**src/hw/rtl/prc_pkg.sv**
```systemverilog
`timescale 1ns / 1ps
// Shared constants, the pipeline payload type and the arctangent table of the point rotator.
package prc_pkg;

  localparam int COORD_WIDTH_DEF = 32;
  localparam int ANGLE_WIDTH     = 17;
  localparam int CORDIC_STEPS    = 24;

  // coordinate width plus guard bits is constant, so the datapath width is too
  localparam int GUARD_SUM = 59;
  localparam int XY_WIDTH  = GUARD_SUM + 4;
  localparam int MAG_WIDTH = XY_WIDTH - 1;

  // angle in 1/1024 centidegree
  localparam int ANGLE_FRAC_BITS = 10;
  localparam int Z_WIDTH         = 25;
  localparam int FULL_TURN       = 36000;
  localparam int QUARTER_TURN    = 9000;
  localparam int REM_WIDTH       = 14;
  localparam int ANGLE_BIAS      = 2 * FULL_TURN;
  localparam int ANGLE_U_WIDTH   = 18;

  // CORDIC gain compensation, Q30
  localparam int GAIN_SHIFT = 30;
  localparam logic [GAIN_SHIFT-1:0] GAIN_Q30 = 30'd652032874;

  localparam int CFG_INDEX_WIDTH = 1;
  localparam logic [CFG_INDEX_WIDTH-1:0] REG_CENTER_X = 1'd0;
  localparam logic [CFG_INDEX_WIDTH-1:0] REG_CENTER_Y = 1'd1;

  typedef struct packed {
    logic                       valid;
    logic signed [XY_WIDTH-1:0] x;
    logic signed [XY_WIDTH-1:0] y;
    logic signed [Z_WIDTH-1:0]  z;
  } cord_t;

  // atan(2^-k) in 1/1024 centidegree, rounded to nearest
  function automatic logic signed [Z_WIDTH-1:0] atan_step(input int k);
    logic signed [Z_WIDTH-1:0] a;
    case (k)
      0:       a = 25'sd4608000;
      1:       a = 25'sd2720261;
      2:       a = 25'sd1437311;
      3:       a = 25'sd729602;
      4:       a = 25'sd366217;
      5:       a = 25'sd183287;
      6:       a = 25'sd91666;
      7:       a = 25'sd45836;
      8:       a = 25'sd22918;
      9:       a = 25'sd11459;
      10:      a = 25'sd5730;
      11:      a = 25'sd2865;
      12:      a = 25'sd1432;
      13:      a = 25'sd716;
      14:      a = 25'sd358;
      15:      a = 25'sd179;
      16:      a = 25'sd90;
      17:      a = 25'sd45;
      18:      a = 25'sd22;
      19:      a = 25'sd11;
      20:      a = 25'sd6;
      21:      a = 25'sd3;
      22:      a = 25'sd1;
      23:      a = 25'sd1;
      default: a = 25'sd0;
    endcase
    return a;
  endfunction

endpackage

```
**src/hw/rtl/prc_cell.sv**
```systemverilog
`timescale 1ns / 1ps
// One CORDIC rotation step with its own pipeline register.
module prc_cell import prc_pkg::*; #(
  parameter int STEP = 0
) (
  input  logic  clk,
  input  logic  rst,
  input  cord_t in_d,
  output logic  in_ready,
  output cord_t out_d,
  input  logic  out_ready
);

  logic                       valid;
  logic signed [XY_WIDTH-1:0] x;
  logic signed [XY_WIDTH-1:0] y;
  logic signed [Z_WIDTH-1:0]  z;

  logic signed [XY_WIDTH-1:0] xi, yi, xs, ys;
  logic signed [Z_WIDTH-1:0]  zi, ang;

  assign in_ready = !valid || out_ready;

  assign xi  = in_d.x;
  assign yi  = in_d.y;
  assign zi  = in_d.z;
  assign xs  = xi >>> STEP;
  assign ys  = yi >>> STEP;
  assign ang = atan_step(STEP);

  always_ff @(posedge clk) begin
    if (rst) begin
      valid <= 1'b0;
    end else if (in_ready) begin
      valid <= in_d.valid;
    end
  end

  always_ff @(posedge clk) begin
    if (in_ready && in_d.valid) begin
      if (!zi[Z_WIDTH-1]) begin
        x <= xi + ys;
        y <= yi - xs;
        z <= zi - ang;
      end else begin
        x <= xi - ys;
        y <= yi + xs;
        z <= zi + ang;
      end
    end
  end

  assign out_d = {valid, x, y, z};

endmodule

```
**config.mk**
```make
export PLATFORM = sky130hd
export DESIGN_NAME = prc_cell
export DESIGN_NICKNAME = d
export VERILOG_FILES = /design/src/hw/rtl/prc_pkg.sv /design/src/hw/rtl/prc_cell.sv
export SDC_FILE = /design/constraint.sdc
export NUM_CORES = 1
export LEC_CHECK = 0
export BUFFER_PORTS_ARGS = -buffer_cell sky130_fd_sc_hd__buf_2
export CAP_MARGIN = 0
export CORE_ASPECT_RATIO = 0.7
export CORE_UTILIZATION = 50
export DETAILED_ROUTE_END_ITERATION = 10
export PLACE_DENSITY = 0.83
export SLEW_MARGIN = 15
export SYNTH_ARGS = -nofsm -noshare
export SYNTH_HDL_FRONTEND = slang
export SYNTH_SLANG_ARGS = --single-unit
```
**constraint.sdc**
```tcl
create_clock -name clk -period 4.9 [get_ports clk]
set_input_delay 0.245 -clock clk [delete_from_list [all_inputs] [get_ports clk]]
set_output_delay 0.245 -clock clk [all_outputs]
set_load 0.01 [all_outputs]
```
==> summary.md <==
| Metric | Value |
|---|---|
| Run status | completed |
| Critical Path Slowest Stage Cell | nor4b_1 |
| Origin of the worst setup path | in_d[40] |
| Deepest clock path buffer count | 2 |
| Worst-Margin Slew | 1.102 ns |
| Port bufs | 307 |
| Post-DRT Antenna Nets | 0 |
| Die outline width | 223.5 µm |
| Post-Syn Instances | 2096 |
| Crit path max fanout | 14 |
| Yosys top cell by area | edfxtp_1 |
| Crit end category | flop |
| Largest net degree at the start of global routing | 108 |
| Power share of the clock group | 0.251 |
| Stages on worst setup path | 13 |
| Critical path's largest stage delay | 0.79 ns |
| Vias/cell | 6.484 |
| Final #Nets | 2742 |
| Slew margin rel. | 0.2609 |
| Top cell family by delay on the critical path | compound AO/OA/AOI/OAI gates |
| Overflow after GRT | 0 |
| Initial DRC Count | 2677 |
| Routed WL | 69820 µm |
| GRT Total Usage | 0.3867 |
| Achievable Freq | 0.2276 GHz |
| CTS tree | built |
| Synth async-reset ratio | 0 |
| Register area share after synthesis | 0.2636 |
| PwrDens | 274.9 nW/µm² |
| Htree depth | 4 |
| Setup crit end | y[58]$_DFFE_PP_ |
| CTS Buf Count | 17 |
| Routed len/inst | 24.77 µm |
| Worst Path Buf+Inv | 2 |
| Pint | 0.003148 W |
| Max Cap Viol | 0 |
| Setup crit start kind | input port |
| Layout cells sized above 1 | 0.1691 |
| Post-synth top area share | 0.2624 |
| Die Height | 157.0 µm |
| Vias in the first global route | 16710 |
| Finished Layout Cells | 2819 |
| Reg-to-reg endpoint | y[26]$_DFFE_PP_ |
| Core area | 33630 µm² |
| Die ar. | 35090 µm² |
| Synth cell count leaders | a21oi_1, ha_1, inv_1 |
| #FFs+latches synth | 151 |
| Most frequent cell after synthesis | a21oi_1 |
| Fin crit share | 0.8967 |
| Synth Net Count | 2467 |
| Register area | 4524 µm² |
| VDD IR max | 263.8 µV |
| I/O pin total | 308 |
| Avg Cell Area, Syn | 8.189 µm² |
| Reg-to-reg startpoint | valid$_SDFFE_PP0N_ |
| R2R setup slack | 2.88 ns |
| Initial Util | 0.5103 |
| Switching share of total power | 0.4208 |
| Crit path DAT | 4.60 ns |
| Yosys warning count | 0 |
| Clock slew at reported path FFs | 0.08 ns |
| Primary FF master, synth | edfxtp_1 |
| Post-synth EDFFs | 150 |
| # fillers | 3089 |
| Area of the multi-input gates | 11470 µm² |
| FP Rows | 56 |
| Number of post-CTS setup repair buffers | 0 |
| Psw | 0.002287 W |
| Area grow syn2layout | 15.20% |
| Top cells by area, synth | edfxtp_1, ha_1, a21oi_1 |
| Worst r2r path cells | 3 |
| DRC | 0 |
| GPL Wtd Cong | 1.044 |
| Hold buffer count at cts | 13 |
| Required @ worst endpoint | 5.10 ns |
| Combinational Power Share | 0.430 |
| CP cell instances | buf_2 -> inv_1 -> ha_1 -> a21oi_1 -> o21ai_0 -> or2_0 -> nor4b_1 -> nor3_1 -> nor3_1 -> a21oi_1 -> a41oi_1 -> a221oi_1 -> xnor2_1 |
| Sequential Power Share | 0.319 |
| Unique cell type count in the Yosys netlist | 90 |
| Clk root buf | clkbuf_16 |
| Slew Viols, Final | 0 |
| Worst skew pair latency | 0.47 ns |
| WS Path Type | input port to flop |
| Leakage power | 8.640 nW |
| Cell area after synthesis | 17160 µm² |
| Resized Gates After CTS | 0 |
| Placed cell count | 2774 |
| HP Class | input port to flop |
| RSZ-0062 raised after global routing | false |
| Vias | 18280 |
| DRT Pass-1 Iters | 6 |
| Final Setup Violations | 0 |
| Hold Fails Final Rpt | 0 |
| Post-DP HPWL | 56080 µm |
| Initial antenna violation count | 1 |
| Clk sinks | 151 |
| Setup_tns | 0 ns |
| First-pass GRT wire length | 102800 µm |
| Clock Skews | 0.01385 ns |
| Min Tclk post-route | 4.394 ns |
==> state kept, by name, indices dropped and copies added (netlist names) <==
name	cells
valid	1
x	63
y	62
z	25
==> power groups by stage <==
stage	Combinational, W	Clock [W]	Sequential [W]
4_1_cts	0.00226	0.00137	0.00174
2_1_floorplan	0.00131	0	0.00185
6_report	0.00234	0.00136	0.00174
5_1_grt	0.00248	0.00141	0.00175
3_5_place_dp	0.00223	0	0.00176
3_3_place_gp	0.00222	0	0.00176
==> per-stage QoR <==
| stage | setup WS [ns] | total power (W) | instance area (µm²) | hold slack (ns) | util |
|---|---|---|---|---|---|
| detailed placement | 0.3110 | 0.003996 | 19080 | 0.4152 | 0.5674 |
| global placement | 0.3190 | 0.003979 | 19080 | 0.3977 | 0.5674 |
| floorplan | 0.4539 | 0.003154 | 17160 | 0.3141 | - |
| global route | 0.3917 | 0.005633 | 19770 | 0.02133 | 0.5878 |
| finish | 0.5060 | 0.005435 | 19770 | 0.01900 | 0.5879 |
| CTS | 0.7920 | 0.005357 | 19770 | 0.01194 | 0.5878 |
==> kinds of logic after synthesis <==
logic type / share of synthesized area
AOI/OAI and AO/OA: 0.2670
and+or+nand+nor: 0.1537
buffers and inverters: 0.06860
adders and majority gates: 0.1592
DFF: 0.2636
xor gates and xnor gates: 0.06634
muxes: 0.02158
==> worst min path at each step <==
stage,depth (start not counted),startpoint,to
floorplan,1,rst,valid$_SDFFE_PP0N_
global placement,2,rst,valid$_SDFFE_PP0N_
detailed placement,2,rst,valid$_SDFFE_PP0N_
CTS,3,in_d[151],valid$_SDFFE_PP0N_
global route,3,in_d[151],valid$_SDFFE_PP0N_
finish,3,in_d[151],valid$_SDFFE_PP0N_
==> metal layers <==
| metal | track usage | routed length [µm] |
|---|---|---|
| met1 | 0.5839 | 31630 |
| met2 | 0.5333 | 27440 |
| met3 | 0.1111 | 9399 |
| met4 | 0.08480 | 1347 |
| met5 | 0 | 0 |
==> worst register-to-register path, delay by kind of cell, from the launching register on <==
kind | cells | cell delay (ns)
buffers and inverters | 1 | 0.52
and+or+nand+nor | 2 | 0.66
DFF | 1 | 0.31
==> placed cells by master, fill, tap and decap left out, drive strengths merged, types with 24 or more instances in the layout <==
cell and n:
buf 337, a21oi 288, ha 212, inv 207, nor2 167, edfxtp 150, o21ai 143, xnor2 115
nand2 109, o21bai 62, nor3 46, nand4 42, mux2i 37, a211oi 35, a21o 33, nand3 30
nor4 28, nor2b 24
==> cell type report <==
cell class	instances	share of cell area
inverters	204	0.03879
well taps	435	0.02753
multi-input cells	1647	0.5802
diodes	1	0.0001266
clock buffers	17	0.02151
repair buffers	350	0.09644
clock inverters	14	0.006581
flip-flops and latches	151	0.2288
(Power assumes the default switching activity.)
