### src/hw/rtl/prc_pkg.sv
`timescale 1ns / 1ps
// Shared constants, the pipeline payload type and the arctangent table of the point rotator.
package prc_pkg;

  localparam int COORD_WIDTH_DEF = 32;
  localparam int ANGLE_WIDTH     = 17;
  localparam int CORDIC_STEPS    = 24;

  // coordinate width plus guard bits is constant, so the datapath width is too
  localparam int GUARD_SUM = 59;
  localparam int XY_WIDTH  = GUARD_SUM + 4;
  localparam int MAG_WIDTH = XY_WIDTH - 1;

  // angle in 1/1024 centidegree
  localparam int ANGLE_FRAC_BITS = 10;
  localparam int Z_WIDTH         = 25;
  localparam int FULL_TURN       = 36000;
  localparam int QUARTER_TURN    = 9000;
  localparam int REM_WIDTH       = 14;
  localparam int ANGLE_BIAS      = 2 * FULL_TURN;
  localparam int ANGLE_U_WIDTH   = 18;

  // CORDIC gain compensation, Q30
  localparam int GAIN_SHIFT = 30;
  localparam logic [GAIN_SHIFT-1:0] GAIN_Q30 = 30'd652032874;

  localparam int CFG_INDEX_WIDTH = 1;
  localparam logic [CFG_INDEX_WIDTH-1:0] REG_CENTER_X = 1'd0;
  localparam logic [CFG_INDEX_WIDTH-1:0] REG_CENTER_Y = 1'd1;

  typedef struct packed {
    logic                       valid;
    logic signed [XY_WIDTH-1:0] x;
    logic signed [XY_WIDTH-1:0] y;
    logic signed [Z_WIDTH-1:0]  z;
  } cord_t;

  // atan(2^-k) in 1/1024 centidegree, rounded to nearest
  function automatic logic signed [Z_WIDTH-1:0] atan_step(input int k);
    logic signed [Z_WIDTH-1:0] a;
    case (k)
      0:       a = 25'sd4608000;
      1:       a = 25'sd2720261;
      2:       a = 25'sd1437311;
      3:       a = 25'sd729602;
      4:       a = 25'sd366217;
      5:       a = 25'sd183287;
      6:       a = 25'sd91666;
      7:       a = 25'sd45836;
      8:       a = 25'sd22918;
      9:       a = 25'sd11459;
      10:      a = 25'sd5730;
      11:      a = 25'sd2865;
      12:      a = 25'sd1432;
      13:      a = 25'sd716;
      14:      a = 25'sd358;
      15:      a = 25'sd179;
      16:      a = 25'sd90;
      17:      a = 25'sd45;
      18:      a = 25'sd22;
      19:      a = 25'sd11;
      20:      a = 25'sd6;
      21:      a = 25'sd3;
      22:      a = 25'sd1;
      23:      a = 25'sd1;
      default: a = 25'sd0;
    endcase
    return a;
  endfunction

endpackage

### src/hw/rtl/prc_point_if.sv
`timescale 1ns / 1ps
// Point request channel: valid/ready with the point and the rotation angle.
interface prc_point_if import prc_pkg::*; #(
  parameter int COORD_WIDTH = COORD_WIDTH_DEF
);
  logic                          valid;
  logic                          ready;
  logic signed [COORD_WIDTH-1:0] point_x;
  logic signed [COORD_WIDTH-1:0] point_y;
  logic signed [ANGLE_WIDTH-1:0] angle_centideg;

  modport source (output valid, output point_x, output point_y, output angle_centideg,
                  input ready);
  modport sink   (input valid, input point_x, input point_y, input angle_centideg,
                  output ready);
endinterface

### src/hw/rtl/prc_prep.sv
`timescale 1ns / 1ps
// Front stage: offsets from the center, angle reduction, quarter turns and CORDIC seed.
module prc_prep import prc_pkg::*; #(
  parameter int COORD_WIDTH = COORD_WIDTH_DEF
) (
  input  logic                          clk,
  input  logic                          rst,
  prc_point_if.sink                     pt,
  input  logic signed [COORD_WIDTH-1:0] center_x,
  input  logic signed [COORD_WIDTH-1:0] center_y,
  output cord_t                         out_d,
  input  logic                          out_ready
);

  localparam int GUARD = GUARD_SUM - COORD_WIDTH;
  localparam int DW    = COORD_WIDTH + 1;
  localparam int XPAD  = XY_WIDTH - DW - GUARD;
  localparam int ZPAD  = Z_WIDTH - REM_WIDTH - ANGLE_FRAC_BITS;

  logic                    valid;
  logic signed [DW-1:0]    dx;
  logic signed [DW-1:0]    dy;
  logic [1:0]              quarter;
  logic [REM_WIDTH-1:0]    rem;
  logic                    ready;

  logic [ANGLE_U_WIDTH-1:0] r0, r1, r2, r3, r4;
  logic [3:0]               quo;
  logic signed [DW-1:0]     qx, qy;

  assign ready    = !valid || out_ready;
  assign pt.ready = ready;

  // angle + 2 turns is positive; a restoring divide by 9000 gives
  // the quarter count (mod 4) and the remainder
  always_comb begin
    r0     = {pt.angle_centideg[ANGLE_WIDTH-1], pt.angle_centideg}
             + ANGLE_U_WIDTH'(ANGLE_BIAS);
    quo[3] = (r0 >= ANGLE_U_WIDTH'(8 * QUARTER_TURN));
    r1     = quo[3] ? r0 - ANGLE_U_WIDTH'(8 * QUARTER_TURN) : r0;
    quo[2] = (r1 >= ANGLE_U_WIDTH'(4 * QUARTER_TURN));
    r2     = quo[2] ? r1 - ANGLE_U_WIDTH'(4 * QUARTER_TURN) : r1;
    quo[1] = (r2 >= ANGLE_U_WIDTH'(2 * QUARTER_TURN));
    r3     = quo[1] ? r2 - ANGLE_U_WIDTH'(2 * QUARTER_TURN) : r2;
    quo[0] = (r3 >= ANGLE_U_WIDTH'(QUARTER_TURN));
    r4     = quo[0] ? r3 - ANGLE_U_WIDTH'(QUARTER_TURN) : r3;
  end

  always_ff @(posedge clk) begin
    if (rst) begin
      valid <= 1'b0;
    end else if (ready) begin
      valid <= pt.valid;
    end
  end

  always_ff @(posedge clk) begin
    if (ready && pt.valid) begin
      dx      <= {pt.point_x[COORD_WIDTH-1], pt.point_x} - {center_x[COORD_WIDTH-1], center_x};
      dy      <= {pt.point_y[COORD_WIDTH-1], pt.point_y} - {center_y[COORD_WIDTH-1], center_y};
      quarter <= quo[1:0];
      rem     <= r4[REM_WIDTH-1:0];
    end
  end

  // clockwise quarter turn: (x, y) -> (y, -x)
  always_comb begin
    case (quarter)
      2'd0: begin
        qx = dx;
        qy = dy;
      end
      2'd1: begin
        qx = dy;
        qy = -dx;
      end
      2'd2: begin
        qx = -dx;
        qy = -dy;
      end
      2'd3: begin
        qx = -dy;
        qy = dx;
      end
      default: begin
        qx = dx;
        qy = dy;
      end
    endcase
  end

  assign out_d = {valid,
                  {{XPAD{qx[DW-1]}}, qx, {GUARD{1'b0}}},
                  {{XPAD{qy[DW-1]}}, qy, {GUARD{1'b0}}},
                  {{ZPAD{1'b0}}, rem, {ANGLE_FRAC_BITS{1'b0}}}};

endmodule

### src/flat_wrapper.sv
// flat-port wrapper written by rule: the top's interface ports become plain ports
module prc_prep_flat import prc_pkg::*;
#(
  parameter int COORD_WIDTH = COORD_WIDTH_DEF
)
  (clk, rst, center_x, center_y, out_d, out_ready, pt_valid, pt_point_x, pt_point_y, pt_angle_centideg, pt_ready);
  prc_point_if #(.COORD_WIDTH(COORD_WIDTH)) pt_i ();
  input  logic clk;
  input  logic rst;
  input  logic signed [COORD_WIDTH-1:0] center_x;
  input  logic signed [COORD_WIDTH-1:0] center_y;
  output cord_t out_d;
  input  logic out_ready;
  input wire logic [$bits(pt_i.valid)-1:0] pt_valid;
  input wire logic [$bits(pt_i.point_x)-1:0] pt_point_x;
  input wire logic [$bits(pt_i.point_y)-1:0] pt_point_y;
  input wire logic [$bits(pt_i.angle_centideg)-1:0] pt_angle_centideg;
  output wire logic [$bits(pt_i.ready)-1:0] pt_ready;
  assign pt_i.valid = pt_valid;
  assign pt_i.point_x = pt_point_x;
  assign pt_i.point_y = pt_point_y;
  assign pt_i.angle_centideg = pt_angle_centideg;
  assign pt_ready = pt_i.ready;
  prc_prep #(.COORD_WIDTH(COORD_WIDTH)) u_core (.clk(clk), .rst(rst), .pt(pt_i), .center_x(center_x), .center_y(center_y), .out_d(out_d), .out_ready(out_ready));
endmodule
### config.mk
export PLATFORM = sky130hd
export DESIGN_NAME = prc_prep_flat
export DESIGN_NICKNAME = d
export VERILOG_FILES = /design/src/hw/rtl/prc_pkg.sv /design/src/hw/rtl/prc_point_if.sv /design/src/hw/rtl/prc_prep.sv /design/src/flat_wrapper.sv
export SDC_FILE = /design/constraint.sdc
export NUM_CORES = 1
export LEC_CHECK = 0
export BUFFER_PORTS_ARGS = -buffer_cell sky130_fd_sc_hd__buf_4
export CELL_PAD_IN_SITES_DETAIL_PLACEMENT = 1
export CELL_PAD_IN_SITES_GLOBAL_PLACEMENT = 1
export CORE_MARGIN = 2
export CORE_UTILIZATION = 40
export CTS_BUF_LIST = sky130_fd_sc_hd__clkbuf_8
export CTS_CLUSTER_DIAMETER = 120
export DETAILED_ROUTE_END_ITERATION = 8
export PLACE_DENSITY = 0.88
export SLEW_MARGIN = 10
export SYNTH_ARGS = -nofsm -noshare
export SYNTH_HDL_FRONTEND = slang
export SYNTH_SLANG_ARGS = --single-unit
### constraint.sdc
create_clock -name clk -period 14.8 [get_ports clk]
set_input_delay 2.96 -clock clk [delete_from_list [all_inputs] [get_ports clk]]
set_output_delay 2.96 -clock clk [all_outputs]
set_load 0.02 [all_outputs]
==> flow_summary.json <==
{
  "clock_latency_ps": 390,
  "end_kind": "flip-flop",
  "grt_pass1_vias": 11000,
  "power_switching_w": 0.000791,
  "synth.largest_area_cell": "edfxtp_1",
  "cellInternalPower_w": 0.000826,
  "mostFrequentLayoutCells": "buf_4 (242), nor2_1 (160), nand2_1 (128)",
  "fp-row-count": 60,
  "setup_violations": 0,
  "status": "finished, final reports clean",
  "fillers": 3441,
  "synth_area_um2": 11000,
  "cts_setup_buffers": 0,
  "post-route-period-util_pct": 66.1,
  "maxCapViolCount": 0,
  "via_per_inst": 5.53,
  "final_hold_viol_count": 0,
  "p_leak_nw": 5.69,
  "setup_ws_ps": 5020,
  "final_nets": 1833,
  "layout_commonest_cell": "buf_4",
  "synth.distinct_cells": 94,
  "area_growth_pct": 16.8,
  "r2r.worst_path.cells": 3,
  "synth-edff-count": 82,
  "overflow": 0,
  "clock-root-buffer": "clkbuf_8",
  "rsz0062_at_grt": "no",
  "tns_ps": 0,
  "vias": 10800,
  "antenna_found_initial": 0,
  "io-pin-count": 302,
  "maxSlewViolCount": 0,
  "min_path_type": "flip-flop to flip-flop",
  "netSwitchingFraction_pct": 48.9,
  "powerDensity_nw_per_um2": 125,
  "avgSynthCellArea_um2": 7.74,
  "drc": 0,
  "r2r_start": "u_core.valid",
  "critPathRequiredTime_ps": 14930,
  "crit_arrival_ps": 9900,
  "io_buffers": 236,
  "core_um2": 27000,
  "worst-path-max-fanout": 16,
  "drt_iter0_markers": 613,
  "diodes": 0,
  "cpMaxStageDelayCell": "a21oi_1",
  "fp.dieW_um": 170,
  "ant_nets": 0,
  "pwr-share-seq_pct": 22.4,
  "yosysSeqAreaShare_pct": 22.5,
  "crit_end": "u_core.rem[5]",
  "synth.area.top_cells": "edfxtp_1 (22%), ha_1 (7.6%), xnor2_1 (7.5%)",
  "grt_max_degree": 106,
  "ys_async_sr_fraction_pct": 0,
  "die_h_um": 170,
  "path_cells": "buf_4 > ha_1 > o211a_1 > o21ai_0 > or4b_2 > nand2_1 > a31oi_4 > nor4_1 > o21ai_1 > a21oi_1 > o21ai_0 > o32a_1 > a2111oi_0 > nor2_1 > o31ai_2 > a32oi_1 > xnor2_1 > a21o_1 > mux2i_1 > xnor2_1",
  "skew_ps": 16.0,
  "dr.pass1.iters": 6,
  "cp-startpoint": "pt_angle_centideg[6]",
  "clk_path_buf_depth": 2,
  "cts.reportedPaths.clkPinSlew_ps": 90,
  "yosysWarnings": 0,
  "worst_slew_pin_slew_ps": 1140,
  "ctsResizeCount": 0,
  "grt_pass1_wl_um": 54800,
  "cts_tree": "yes",
  "wire_per_inst_um": 17.7,
  "cts_sinks": 83,
  "place_congestion": 0.916,
  "track_usage_pct": 23.5,
  "path_class": "input port to flip-flop",
  "pwr-share-clk_pct": 10.3,
  "postPlaceCellArea_um2": 12700,
  "synth_top_area_share_pct": 22.3,
  "relSlewSlack_pct": 24.0,
  "startpoint_type": "input port",
  "min_period_ps": 9780,
  "fin_total_pwr_w": 0.00162,
  "die_area_um2": 29000,
  "rr_endpoint": "u_core.dx[9]",
  "slowest_delay_ps": 930,
  "ys_seq_elements": 83,
  "p_comb_share_pct": 67.3,
  "synth_ff_type": "edfxtp_1",
  "final_cell_area_um2": 12900,
  "hold_ws_ps": 547,
  "dp_hpwl_um": 28400,
  "start_util_pct": 40.9,
  "max_freq_mhz": 102,
  "cts_made_buffers": 9,
  "wirelength_um": 34700,
  "r2r_setup_slack_ps": 12970,
  "h-tree-depth": 3,
  "synthCells": 1427,
  "drive_above_1_share_pct": 18.9,
  "ir_drop_mv": 0.0785,
  "postCtsHoldBufs": 0,
  "place_ws_ps": 4710
}
==> cells in the mapped netlist, types with 7 or more instances <==
library cell    n
a21boi_0       18
a31oi_1        14
nor2_1        160
a21o_1         13
xnor2_1        95
clkbuf_1       33
or2_2          10
nand3_1        31
o211ai_1       13
a22oi_1         7
and3_1          7
nand2_1       128
and2_1         16
buf_4          78
inv_1         106
ha_1           67
edfxtp_1       82
o21a_1         17
o31ai_1        14
mux2i_1        21
a211oi_1       14
a21oi_1        87
o41ai_1         7
o21ai_0       101
or3_1          35
nand2b_1       22
a221oi_1       13
xor2_1         38
nor3_1         31
nor2b_1        17
==> through the flow <==
stage	util [%]	std cells
global route	47.7	1961
global placement	47.0	1945
finish	47.7	1961
floorplan	-	1491
detailed placement	47.0	1945
CTS	47.7	1961
==> flip-flops by register name, indices dropped and copies added, names as in the netlist <==
signal          count
u_core.dx          33
u_core.dy          33
u_core.quarter      2
u_core.rem         14
u_core.valid        1
==> kinds of logic after synthesis <==
family          count (synthesis)  synth area share [%]
compound gates                381                  23.1
xor+xnor                      134                  10.8
fa+ha+maj                      72                  8.23
buf+inv                       235                  11.1
flops                          83                  22.5
mux                            27                  2.72
other cells                     1                0.0339
simple gates                  494                  21.5
==> per-layer routing <==
metal,part of all wire [%],wire [um],vias up,track usage [%]
li1,-,-,5300,-
met1,41,14300,5259,27.6
met2,53,18500,238,44.7
met3,3.8,1330,44,3.05
met4,1.7,598,0,5.80
met5,0,0,-,0
==> power groups by stage <==
stage	logic (W)	clock network, W	registers (W)
final	0.00109	0.000166	0.000363
after CTS	0.00109	0.000170	0.000363
after global placement	0.00106	0	0.000367
after global routing	0.00118	0.000180	0.000368
after floorplan	0.000737	0	0.000374
after detailed placement	0.00109	0	0.000367
==> critical path, delay by kind of cell <==
family	cells	cell delay, ps
compound gates	11	4010
simple gates	4	1470
fa+ha+maj	1	540
xor+xnor	2	450
mux	1	290
buf+inv	1	180
==> worst min-delay path by stage <==
stage | from | end | slack [ps] | cells past startpoint
after floorplan | u_core.valid | u_core.valid | 630 | 2
after global placement | u_core.valid | u_core.valid | 510 | 2
after detailed placement | u_core.valid | u_core.valid | 540 | 2
after CTS | u_core.valid | u_core.valid | 550 | 2
after global routing | u_core.valid | u_core.valid | 580 | 2
final | u_core.valid | u_core.valid | 550 | 2
==> cell type report <==
cell class	count	area [um^2]	area share, %
clock buffer	9	124	0.960
sequential	83	2480	19.2
clock inverter	7	71.3	0.553
multi-input combinational	1173	7580	58.8
tap	341	427	3.31
inverter	106	398	3.08
timing repair buffer	242	1820	14.1
Power figures use the tool's default switching activity.
